`config.mk`:
```
export PLATFORM = sky130hd
export DESIGN_NAME = ascon_aead_engine_top
export DESIGN_NICKNAME = d
export VERILOG_FILES = /design/src/rtl/ascon_pkg.sv /design/src/rtl/ascon_front.sv /design/src/rtl/ascon_back.sv /design/src/rtl/ascon_aead_engine_top.sv
export SDC_FILE = /design/constraint.sdc
export NUM_CORES = 2
export LEC_CHECK = 0
export BUFFER_PORTS_ARGS = -buffer_cell sky130_fd_sc_hd__buf_2
export CAP_MARGIN = 30
export CORE_MARGIN = 4
export CORE_UTILIZATION = 66
export CTS_CLUSTER_DIAMETER = 100
export DETAILED_ROUTE_END_ITERATION = 8
export GPL_TIMING_DRIVEN = 0
export MAX_ROUTING_LAYER = met4
export PLACE_DENSITY_LB_ADDON = 0.2
export SKIP_LAST_GASP = 1
export SYNTH_ARGS = -nofsm -noshare
export SYNTH_HDL_FRONTEND = slang
export SYNTH_HIERARCHICAL = 1
export SYNTH_SLANG_ARGS = --single-unit
```
`constraint.sdc`:
```
create_clock -name clk -period 20.1 [get_ports clk]
set_input_delay 1.005 -clock clk [delete_from_list [all_inputs] [get_ports clk]]
set_output_delay 1.005 -clock clk [all_outputs]
set_load 0.03 [all_outputs]
```
`src/rtl/ascon_pkg.sv`:
```
// ----------------------------------------------------------------------------
// Ascon AEAD engine package
// Shared types, action codes and the Ascon round function.
// ----------------------------------------------------------------------------
`default_nettype none
package ascon_pkg;
	localparam int FullRounds = 12;

	localparam logic [2:0] ACT_START    = 3'd0;
	localparam logic [2:0] ACT_AD_BYTE  = 3'd1;
	localparam logic [2:0] ACT_END_AD   = 3'd2;
	localparam logic [2:0] ACT_PL_BYTE  = 3'd3;
	localparam logic [2:0] ACT_END_PL   = 3'd4;
	localparam logic [2:0] ACT_FINALIZE = 3'd5;
	localparam logic [2:0] ACT_UNUSED_6 = 3'd6;
	localparam logic [2:0] ACT_UNUSED_7 = 3'd7;

	localparam logic [2:0] CFG_KEY_UPPER = 3'd0;
	localparam logic [2:0] CFG_KEY_LOWER = 3'd1;
	localparam logic [2:0] CFG_RATE_SEL  = 3'd2;
	localparam logic [2:0] CFG_ROUNDS    = 3'd3;
	localparam logic [2:0] CFG_MODE      = 3'd4;

	localparam logic [1:0] MODE_ENC    = 2'd0;
	localparam logic [1:0] MODE_DEC    = 2'd1;
	localparam logic [1:0] MODE_ABSORB = 2'd2;
	localparam logic [1:0] MODE_UNUSED = 2'd3;

	localparam int QueueDepth = 2;

	typedef logic [63:0] word_t;

	typedef struct packed {
		logic [2:0]  action;
		logic [7:0]  data_byte;
		logic [63:0] nonce_upper;
		logic [63:0] nonce_lower;
	} cmd_t;

	function automatic word_t rotr(input word_t x, input int n);
		rotr = (x >> n) | (x << (64 - n));
	endfunction

	// one Ascon round with round constant index c
	function automatic logic [319:0] ascon_round(input logic [319:0] st, input logic [3:0] c);
		word_t s0, s1, s2, s3, s4, t0, t1, t2, t3, t4;
		s0 = st[63:0];
		s1 = st[127:64];
		s2 = st[191:128] ^ {56'd0, 4'(4'd15 - c), c};
		s3 = st[255:192];
		s4 = st[319:256];
		t0 = s3 ^ s4 ^ (s1 | (s0 ^ s2 ^ s4));
		t1 = s0 ^ s4 ^ ((s1 ^ s2) | (s2 ^ s3));
		t2 = s1 ^ s2 ^ (s3 | ~s4);
		t3 = s1 ^ s2 ^ (s0 | (s3 ^ s4));
		t4 = s3 ^ s4 ^ (s1 & ~(s0 ^ s4));
		ascon_round = {t4 ^ rotr(t4, 7) ^ rotr(t4, 41),
			t3 ^ rotr(t3, 10) ^ rotr(t3, 17),
			t2 ^ rotr(t2, 1) ^ rotr(t2, 6),
			t1 ^ rotr(t1, 61) ^ rotr(t1, 39),
			t0 ^ rotr(t0, 19) ^ rotr(t0, 28)};
	endfunction
endpackage
`default_nettype wire

```
`src/rtl/ascon_front.sv`:
```
// ----------------------------------------------------------------------------
// Ascon front end
// Accepts stream requests, drops unused action codes and queues the rest.
// ----------------------------------------------------------------------------
`default_nettype none
module ascon_front
	import ascon_pkg::*;
#(
	parameter int Depth = QueueDepth
) (
	input  wire logic clk,
	input  wire logic arst_n,
	input  wire logic in_valid,
	output logic      in_ready,
	input  wire cmd_t in_cmd,
	output logic      q_valid,
	input  wire logic q_ready,
	output cmd_t      q_cmd
);
	localparam int AW = (Depth > 1) ? $clog2(Depth) : 1;

	cmd_t            mem_q [Depth];
	logic [AW-1:0]   wr_q, rd_q;
	logic [AW:0]     cnt_q;
	logic            push, pop, keep;

	assign keep     = in_cmd.action <= ACT_FINALIZE;
	assign in_ready = cnt_q != (AW+1)'(Depth);
	assign push     = in_valid && in_ready && keep;
	assign q_valid  = cnt_q != '0;
	assign pop      = q_valid && q_ready;
	assign q_cmd    = mem_q[rd_q];

	always_ff @(posedge clk) begin
		if (push) begin
			mem_q[wr_q] <= in_cmd;
		end
	end

	always_ff @(posedge clk or negedge arst_n) begin
		if (!arst_n) begin
			wr_q  <= '0;
			rd_q  <= '0;
			cnt_q <= '0;
		end else begin
			if (push) begin
				wr_q <= (wr_q == AW'(Depth - 1)) ? '0 : wr_q + 1'b1;
			end
			if (pop) begin
				rd_q <= (rd_q == AW'(Depth - 1)) ? '0 : rd_q + 1'b1;
			end
			cnt_q <= cnt_q + (AW+1)'(push) - (AW+1)'(pop);
		end
	end
endmodule
`default_nettype wire

```
`src/rtl/ascon_back.sv`:
```
// ----------------------------------------------------------------------------
// Ascon back end
// Holds the sponge state, runs one permutation round per cycle and drives
// the result register.
// ----------------------------------------------------------------------------
`default_nettype none
module ascon_back
	import ascon_pkg::*;
(
	input  wire logic        clk,
	input  wire logic        arst_n,
	input  wire logic        q_valid,
	output logic             q_ready,
	input  wire cmd_t        q_cmd,
	input  wire logic [63:0] key_upper,
	input  wire logic [63:0] key_lower,
	input  wire logic        rate_select,
	input  wire logic [3:0]  inner_rounds,
	input  wire logic [1:0]  cipher_mode,
	output logic             out_valid,
	input  wire logic        out_ready,
	output logic [7:0]       out_byte,
	output logic             is_tag,
	output logic [63:0]      tag_upper,
	output logic [63:0]      tag_lower
);
	localparam logic [1:0] ST_IDLE = 2'd0;
	localparam logic [1:0] ST_PERM = 2'd1;
	localparam logic [1:0] ST_POST = 2'd2;

	logic [1:0]   state_q;
	logic [319:0] s_q;
	logic [3:0]   pos_q;
	logic         ad_seen_q;
	logic [3:0]   rc_q;       // current round constant index
	logic [3:0]   left_q;     // rounds remaining
	logic [2:0]   post_q;     // action that finishes after the rounds

	logic [3:0]   mask, p, eff_rounds;
	logic [127:0] rate_bits;
	logic [6:0]   sh;
	logic [7:0]   sb;
	logic         full;
	logic         res_load;

	assign mask       = rate_select ? 4'd15 : 4'd7;
	assign p          = pos_q & mask;
	assign eff_rounds = (inner_rounds > 4'(FullRounds)) ? 4'(FullRounds) : inner_rounds;
	assign rate_bits  = {s_q[63:0], s_q[127:64]};
	assign sh         = 7'(7'd120 - {p, 3'b000});
	assign sb         = 8'(rate_bits >> sh);
	assign full       = p == mask;
	assign q_ready    = (state_q == ST_IDLE) && !(out_valid && !out_ready);
	// a payload byte in encrypt or decrypt, or the end of finalize, loads a result
	assign res_load   = ((state_q == ST_IDLE) && q_valid && q_ready &&
		(q_cmd.action == ACT_PL_BYTE) &&
		(cipher_mode == MODE_ENC || cipher_mode == MODE_DEC)) ||
		((state_q == ST_POST) && (post_q == ACT_FINALIZE));

	function automatic logic [319:0] xor_at(input logic [319:0] st, input logic [3:0] pp,
		input logic [7:0] v);
		logic [127:0] r;
		r = {st[63:0], st[127:64]} ^ (128'(v) << (7'd120 - {pp, 3'b000}));
		xor_at = {st[319:128], r[63:0], r[127:64]};
	endfunction

	always_ff @(posedge clk or negedge arst_n) begin
		if (!arst_n) begin
			state_q   <= ST_IDLE;
			s_q       <= '0;
			pos_q     <= '0;
			ad_seen_q <= 1'b0;
			rc_q      <= '0;
			left_q    <= '0;
			post_q    <= ACT_START;
			out_valid <= 1'b0;
			out_byte  <= '0;
			is_tag    <= 1'b0;
			tag_upper <= '0;
			tag_lower <= '0;
		end else begin
			if (res_load) begin
				out_valid <= 1'b1;
			end else if (out_valid && out_ready) begin
				out_valid <= 1'b0;
			end
			unique case (state_q)
				ST_IDLE: begin
					if (q_valid && q_ready) begin
						post_q <= q_cmd.action;
						unique case (q_cmd.action)
							ACT_START: begin
								s_q <= {q_cmd.nonce_lower, q_cmd.nonce_upper, key_lower, key_upper,
									8'h80, rate_select ? 8'h80 : 8'h40, 8'd12, 4'd0, inner_rounds, 32'd0};
								rc_q      <= 4'd0;
								left_q    <= 4'(FullRounds);
								state_q   <= ST_PERM;
								pos_q     <= '0;
								ad_seen_q <= 1'b0;
							end
							ACT_AD_BYTE: begin
								s_q       <= xor_at(s_q, p, q_cmd.data_byte);
								ad_seen_q <= 1'b1;
								pos_q     <= full ? 4'd0 : p + 4'd1;
								if (full && eff_rounds != 0) begin
									rc_q    <= 4'(4'd12 - eff_rounds);
									left_q  <= eff_rounds;
									state_q <= ST_PERM;
								end
							end
							ACT_END_AD: begin
								pos_q     <= '0;
								ad_seen_q <= 1'b0;
								if (ad_seen_q) begin
									s_q     <= xor_at(s_q, p, 8'h80);
									rc_q    <= 4'(4'd12 - eff_rounds);
									left_q  <= eff_rounds;
									state_q <= (eff_rounds != 0) ? ST_PERM : ST_POST;
								end else begin
									s_q[256] <= ~s_q[256];
								end
							end
							ACT_PL_BYTE: begin
								if (cipher_mode == MODE_DEC) begin
									s_q <= xor_at(xor_at(s_q, p, sb), p, q_cmd.data_byte);
								end else begin
									s_q <= xor_at(s_q, p, q_cmd.data_byte);
								end
								if (cipher_mode == MODE_ENC || cipher_mode == MODE_DEC) begin
									out_byte  <= sb ^ q_cmd.data_byte;
									is_tag    <= 1'b0;
									tag_upper <= '0;
									tag_lower <= '0;
								end
								pos_q <= full ? 4'd0 : p + 4'd1;
								if (full && eff_rounds != 0) begin
									rc_q    <= 4'(4'd12 - eff_rounds);
									left_q  <= eff_rounds;
									state_q <= ST_PERM;
								end
							end
							ACT_END_PL: begin
								s_q   <= xor_at(s_q, p, 8'h80);
								pos_q <= '0;
							end
							ACT_FINALIZE: begin
								if (rate_select) begin
									s_q[191:128] <= s_q[191:128] ^ key_upper;
									s_q[255:192] <= s_q[255:192] ^ key_lower;
								end else begin
									s_q[127:64]  <= s_q[127:64] ^ key_upper;
									s_q[191:128] <= s_q[191:128] ^ key_lower;
								end
								rc_q      <= 4'd0;
								left_q    <= 4'(FullRounds);
								state_q   <= ST_PERM;
								pos_q     <= '0;
								ad_seen_q <= 1'b0;
							end
							default: ;
						endcase
					end
				end
				ST_PERM: begin
					s_q    <= ascon_round(s_q, rc_q);
					rc_q   <= rc_q + 4'd1;
					left_q <= left_q - 4'd1;
					if (left_q == 4'd1) begin
						state_q <= ST_POST;
					end
				end
				ST_POST: begin
					state_q <= ST_IDLE;
					case (post_q)
						ACT_START: begin
							s_q[255:192] <= s_q[255:192] ^ key_upper;
							s_q[319:256] <= s_q[319:256] ^ key_lower;
						end
						ACT_END_AD: s_q[256] <= ~s_q[256];
						ACT_FINALIZE: begin
							out_byte  <= '0;
							is_tag    <= 1'b1;
							tag_upper <= s_q[255:192] ^ key_upper;
							tag_lower <= s_q[319:256] ^ key_lower;
						end
						default: ;
					endcase
				end
				default: state_q <= ST_IDLE;
			endcase
		end
	end
endmodule
`default_nettype wire

```
`src/rtl/ascon_aead_engine_top.sv`:
```
// ----------------------------------------------------------------------------
// Ascon AEAD engine top level
// Configuration registers, front queue and sponge back end.
// ----------------------------------------------------------------------------
// Byte requests that need no permutation are handled by the back end in idle; a
// full rate block, a padded associated-data end, start and finalize also run the
// rounds (inner_rounds capped at 12; 12 for start and finalize) and a finishing
// state on the single shared round unit. A two-entry queue separates request
// intake from the sponge, and one output register holds a result until taken.
`default_nettype none
module ascon_aead_engine_top
	import ascon_pkg::*;
#(
	parameter int Depth = QueueDepth
) (
	input  wire logic         clk,
	input  wire logic         arst_n,
	input  wire logic         s_axis_tvalid,
	output logic              s_axis_tready,
	input  wire logic [135:0] s_axis_tdata,  // data_byte[7:0], nonce_upper, nonce_lower
	input  wire logic [2:0]   s_axis_tuser,  // action
	output logic              m_axis_tvalid,
	input  wire logic         m_axis_tready,
	output logic [135:0]      m_axis_tdata,  // out_byte[7:0], tag_upper, tag_lower
	output logic              m_axis_tuser,  // is_tag
	input  wire logic         cfg_we,
	input  wire logic [2:0]   cfg_index,
	input  wire logic [63:0]  cfg_data
);
	logic [63:0] key_upper_q, key_lower_q;
	logic        rate_q;
	logic [3:0]  rounds_q;
	logic [1:0]  mode_q;
	cmd_t        in_cmd, q_cmd;
	logic        q_valid, q_ready;
	logic [7:0]  out_byte;
	logic [63:0] tag_upper, tag_lower;

	always_ff @(posedge clk or negedge arst_n) begin
		if (!arst_n) begin
			key_upper_q <= '0;
			key_lower_q <= '0;
			rate_q      <= 1'b0;
			rounds_q    <= 4'd6;
			mode_q      <= MODE_ENC;
		end else if (cfg_we) begin
			unique case (cfg_index)
				CFG_KEY_UPPER: key_upper_q <= cfg_data;
				CFG_KEY_LOWER: key_lower_q <= cfg_data;
				CFG_RATE_SEL:  rate_q      <= cfg_data[0];
				CFG_ROUNDS:    rounds_q    <= cfg_data[3:0];
				CFG_MODE:      mode_q      <= cfg_data[1:0];
				default: ;
			endcase
		end
	end

	assign in_cmd = '{action: s_axis_tuser, data_byte: s_axis_tdata[7:0],
		nonce_upper: s_axis_tdata[71:8], nonce_lower: s_axis_tdata[135:72]};

	ascon_front #(.Depth(Depth)) u_front (
		.clk, .arst_n, .in_valid(s_axis_tvalid), .in_ready(s_axis_tready), .in_cmd,
		.q_valid, .q_ready, .q_cmd
	);

	ascon_back u_back (
		.clk, .arst_n, .q_valid, .q_ready, .q_cmd,
		.key_upper(key_upper_q), .key_lower(key_lower_q), .rate_select(rate_q),
		.inner_rounds(rounds_q), .cipher_mode(mode_q),
		.out_valid(m_axis_tvalid), .out_ready(m_axis_tready),
		.out_byte, .is_tag(m_axis_tuser), .tag_upper, .tag_lower
	);

	assign m_axis_tdata = {tag_lower, tag_upper, out_byte};
endmodule
`default_nettype wire

```
==> flow_summary.yaml, run 1 <==
floorplanning:
  rows: 116
  io_pins: 350
  dieHeight_um: 327
  dieWidth_um: 327
  start_util_pct: 66.8
clocking:
  cts-htree-levels: 3
  numCtsBuffers: 96
  cts-resized-gates: 0
  cts.sinks: 893
  hold_buffers: 0
  clockRootBuffer: "clkbuf_16"
  post_cts_buffers: 0
  clk_path_buf_depth: 3
yosys:
  yosysMostFrequentCell: "xnor2_1"
  synth_top_area_share_pct: 22.8
  ys_types: 106
  synth-seq-cells: 893
  synth_ff_type: "dfrtp_1"
  synth_nets: 7497
  yosys_warnings: 6
  synth_edf_count: 278
  yosys-top-cells-count: "xnor2_1, nand2_1, dfrtp_1"
  ys_top_cells_by_area: "dfrtp_1, xnor2_1, edfxtp_1, xor2_1, mux2_4"
  syn_area_um2: 67300
  syn_avg_cell_area_um2: 9.34
  synth_largest_area_cell: "dfrtp_1"
  synthCells: 7207
  ys_async_sr_fraction_pct: 68.9
  ys_seq_area_share_pct: 35.3
grt:
  grt_usage_pct: 86.3
  grt_pass1_vias: 80856
  grt_max_degree: 121
  overflow: 1303
  grt_pass1_wl_um: 657000
placement:
  io_buffers: 349
  dp_hpwl_um: 299000
  placed_cells: 8973
  gp_congestion: 1.43
  dpl_worst_slack_ns: 15.06
status:
  stop_stage: "global routing (5_1_grt)"
  tool.error: "[ERROR GRT-0116] Global routing finished with congestion. Check the congestion regions in the DRC Viewer."
  outcome: "aborted with a tool error"
-- through the flow --
step / util (%) / cell area, µm² / hold slack [ns]
after detailed placement: 71.2 / 71700 / 0.468
after floorplan: - / 67300 / 0.460
after global placement: 70.3 / 70800 / 0.463
after CTS: 74.6 / 75200 / 0.342
-- logic make-up after synthesis --
logic type	count (synthesis)	share of synthesized area (%)
buffers and inverters	733	4.83
AND/OR/NAND/NOR	1724	11.7
adder cells (fa/ha/maj)	79	1.47
XOR/XNOR	1556	20.9
flip-flops	893	35.3
multiplexers	447	8.50
AO/OA/AOI/OAI	1775	17.4
-- layer usage --
layer  track usage [%]  overflow
met4              83.4       421
met2              96.4       742
met5                 -         -
met3              76.1        82
met1              85.3        58
==> run 2: changes to the inputs <==
--- a/config.mk
+++ b/config.mk
@@ -8,12 +8,10 @@
 export BUFFER_PORTS_ARGS = -buffer_cell sky130_fd_sc_hd__buf_2
 export CAP_MARGIN = 30
 export CORE_MARGIN = 4
-export CORE_UTILIZATION = 66
-export CTS_CLUSTER_DIAMETER = 100
+export CORE_UTILIZATION = 40
 export DETAILED_ROUTE_END_ITERATION = 8
 export GPL_TIMING_DRIVEN = 0
-export MAX_ROUTING_LAYER = met4
-export PLACE_DENSITY_LB_ADDON = 0.2
+export PLACE_DENSITY_LB_ADDON = 0.15
 export SKIP_LAST_GASP = 1
 export SYNTH_ARGS = -nofsm -noshare
 export SYNTH_HDL_FRONTEND = slang
==> run 2 against run 1 <==
  * The flow now finishes, with violations (design-rule violations)
  * Synthesized cell count did not move
  * Synthesized area did not move
==> flow_summary.yaml, run 2 <==
clocking:
  cts.sinks: 893
  insertion_delay_ns: 0.83
  clockRootBuffer: "clkbuf_16"
  cts_tree: "done"
  numCtsBuffers: 103
  clk_path_buf_depth: 3
  hold_buffers: 0
  path_clk_slew_ns: 0.07
  cts-resized-gates: 0
  cts-htree-levels: 3
  post_cts_buffers: 0
finish:
  syn_to_final_growth_pct: 18.4
  final_nets: 8254
  fin_cells: 10294
  final_cell_mix: "xnor2_1, nand2_1, dfrtp_1"
  top_register: "u_back/s_q"
  nFillCells: 15781
  drive_gt1_share_pct: 16.4
  largestRegisters: "u_back/s_q x320, u_front/mem_q x278"
  layout_commonest_cell: "xnor2_1"
  fin_util_pct: 47.7
  largest_reg_flops: 320
routing:
  dr.pass1.iters: 9
  first_iter_violations: 11140
  viasPerCell: 6.72
  wire_per_inst_um: 45.3
  vias: 69190
  drtAntennaViolNets: 0
  drt_wl_total_um: 467000
  drc: 7
sta:
  hold_viol: 0
  worst_slew_pin_slew_ns: 1.19
  fmax_mhz: 175
  relSlewSlack_pct: 20.8
  final.setup_skew_ns: 0.0887
  final-max-slew-violation-count: 0
  finalSetupTns_ns: 0
  rsz0062_at_grt: "no"
  post-route-min-period_ns: 5.72
  worst_slack_ns: 14.38
  setup_viol: 0
  period_share_pct: 28.4
floorplanning:
  dieHeight_um: 418
  dieWidth_um: 418
  rows: 150
  io_pins: 350
  coreArea_um2: 167000
  dieArea_um2: 175000
  start_util_pct: 40.3
setup_path:
  reg2reg_depth: 13
  end_kind: "flip-flop"
  worstSetupPathType: "flip-flop to flip-flop"
  arrival_ns: 6.44
  cp-start-kind: "flip-flop"
  path_max_fanout: 10
  required_ns: 20.82
yosys:
  synth-seq-cells: 893
  syn_avg_cell_area_um2: 9.34
  syn_area_um2: 67300
  ys_async_sr_fraction_pct: 68.9
  synth_ff_type: "dfrtp_1"
  synthCells: 7207
  synth_top_area_share_pct: 22.8
  synth_nets: 7497
  ys_types: 106
  synth_edf_count: 278
  yosys_warnings: 6
  ys_seq_area_share_pct: 35.3
  ys_top_cells_by_area: "dfrtp_1, xnor2_1, edfxtp_1, xor2_1, mux2_4"
  synth_largest_area_cell: "dfrtp_1"
  yosys-top-cells-count: "xnor2_1, nand2_1, dfrtp_1"
  yosysMostFrequentCell: "xnor2_1"
placement:
  dp_hpwl_um: 377000
  placed_cells: 10023
  dpl_worst_slack_ns: 14.74
  gp_congestion: 1.13
  io_buffers: 349
grt:
  grt_max_degree: 120
  antenna_found_initial: 51
  grt_pass1_vias: 64106
  grt_usage_pct: 51.7
  grt_pass1_wl_um: 603000
  overflow: 0
status:
  violations: "design-rule violations"
  outcome: "finished with violations"
run:
  maxCapViolations: 0
hold_path:
  hold_path.class: "input port to async pin"
[run 2: cell counts after synthesis]
Identical to the previous run, type by type.
[run 2: worst max-delay path, stage by stage, from the launching register on]
cell and delay, ns:
dfrtp_1 0.34, buf_6 0.13, buf_2 0.42, mux2_2 0.45, buf_2 0.24, inv_1 0.19, clkbuf_1 0.60, xnor2_1 0.41
nor2_1 0.54, nand2_1 0.30, o41ai_1 0.90, nor4_1 0.26, a21oi_1 0.55, buf_6 0.25
[run 2: final timing paths]
check	startpoint	endpoint	slack, ns
min	arst_n	u_back/s_q[71]$_DFFE_PN0P_	0.13
max	u_front/rd_q$_DFFE_PN0P_	u_back/s_q[39]$_DFFE_PN0P_	14.38
max in group asynchronous	arst_n	key_upper_q[48]$_DFFE_PN0P_	18.32
min in group clk	s_axis_tdata[28]	u_front/mem_q[0][84]$_DFFE_PP_	0.38
min reg2reg	u_back/tag_lower[46]$_DFFE_PN0P_	u_back/tag_lower[46]$_DFFE_PN0P_	0.49
max reg2reg	u_front/rd_q$_DFFE_PN0P_	u_back/s_q[39]$_DFFE_PN0P_	14.38
[run 2: logic make-up (layout without fill, tap and decap cells)]
group / after synthesis / after routing / synth area share, %
and+or+nand+nor: 1724 / 1724 / 11.7
buffers and inverters: 733 / 1581 / 4.83
xor gates and xnor gates: 1556 / 1556 / 20.9
muxes: 447 / 447 / 8.50
adders and majority gates: 79 / 79 / 1.47
other: 0 / 35 / 0
AOI/OAI and AO/OA: 1775 / 1775 / 17.4
DFF: 893 / 893 / 35.3
[run 2: through the flow]
stage                     hold WS, ns  area, µm²
final                           0.130      79700
after global routing            0.144      79600
after CTS                       0.119      79000
after detailed placement        0.470      75600
after global placement          0.464      71800
after floorplan                 0.460      67300
[run 2: final cells by class]
cell class                 count  area [µm²]  share of cell area [%]
sequential                   893       23700                    29.8
tap                         2204        2760                    3.46
multi-input combinational   5581       40600                    50.9
antenna                       35        87.6                   0.110
buffer                       599        2770                    3.47
clock inverter                65         693                   0.870
timing repair buffer         652        5770                    7.24
clock buffer                 131        2800                    3.51
inverter                     134         503                   0.631
[run 2: metal layers]
layer	wire [µm]	track usage, %	vias to the layer above
met5	183	0.0278	-
met4	56400	48.9	24
met3	61600	22.4	1852
met2	187000	72.4	5984
met1	161000	58.6	34278
li1	-	-	27052
Power of run 2 is left out: the tool's default activity adds up to more than one toggle a clock period on the data nets, which glitch-free logic cannot reach.
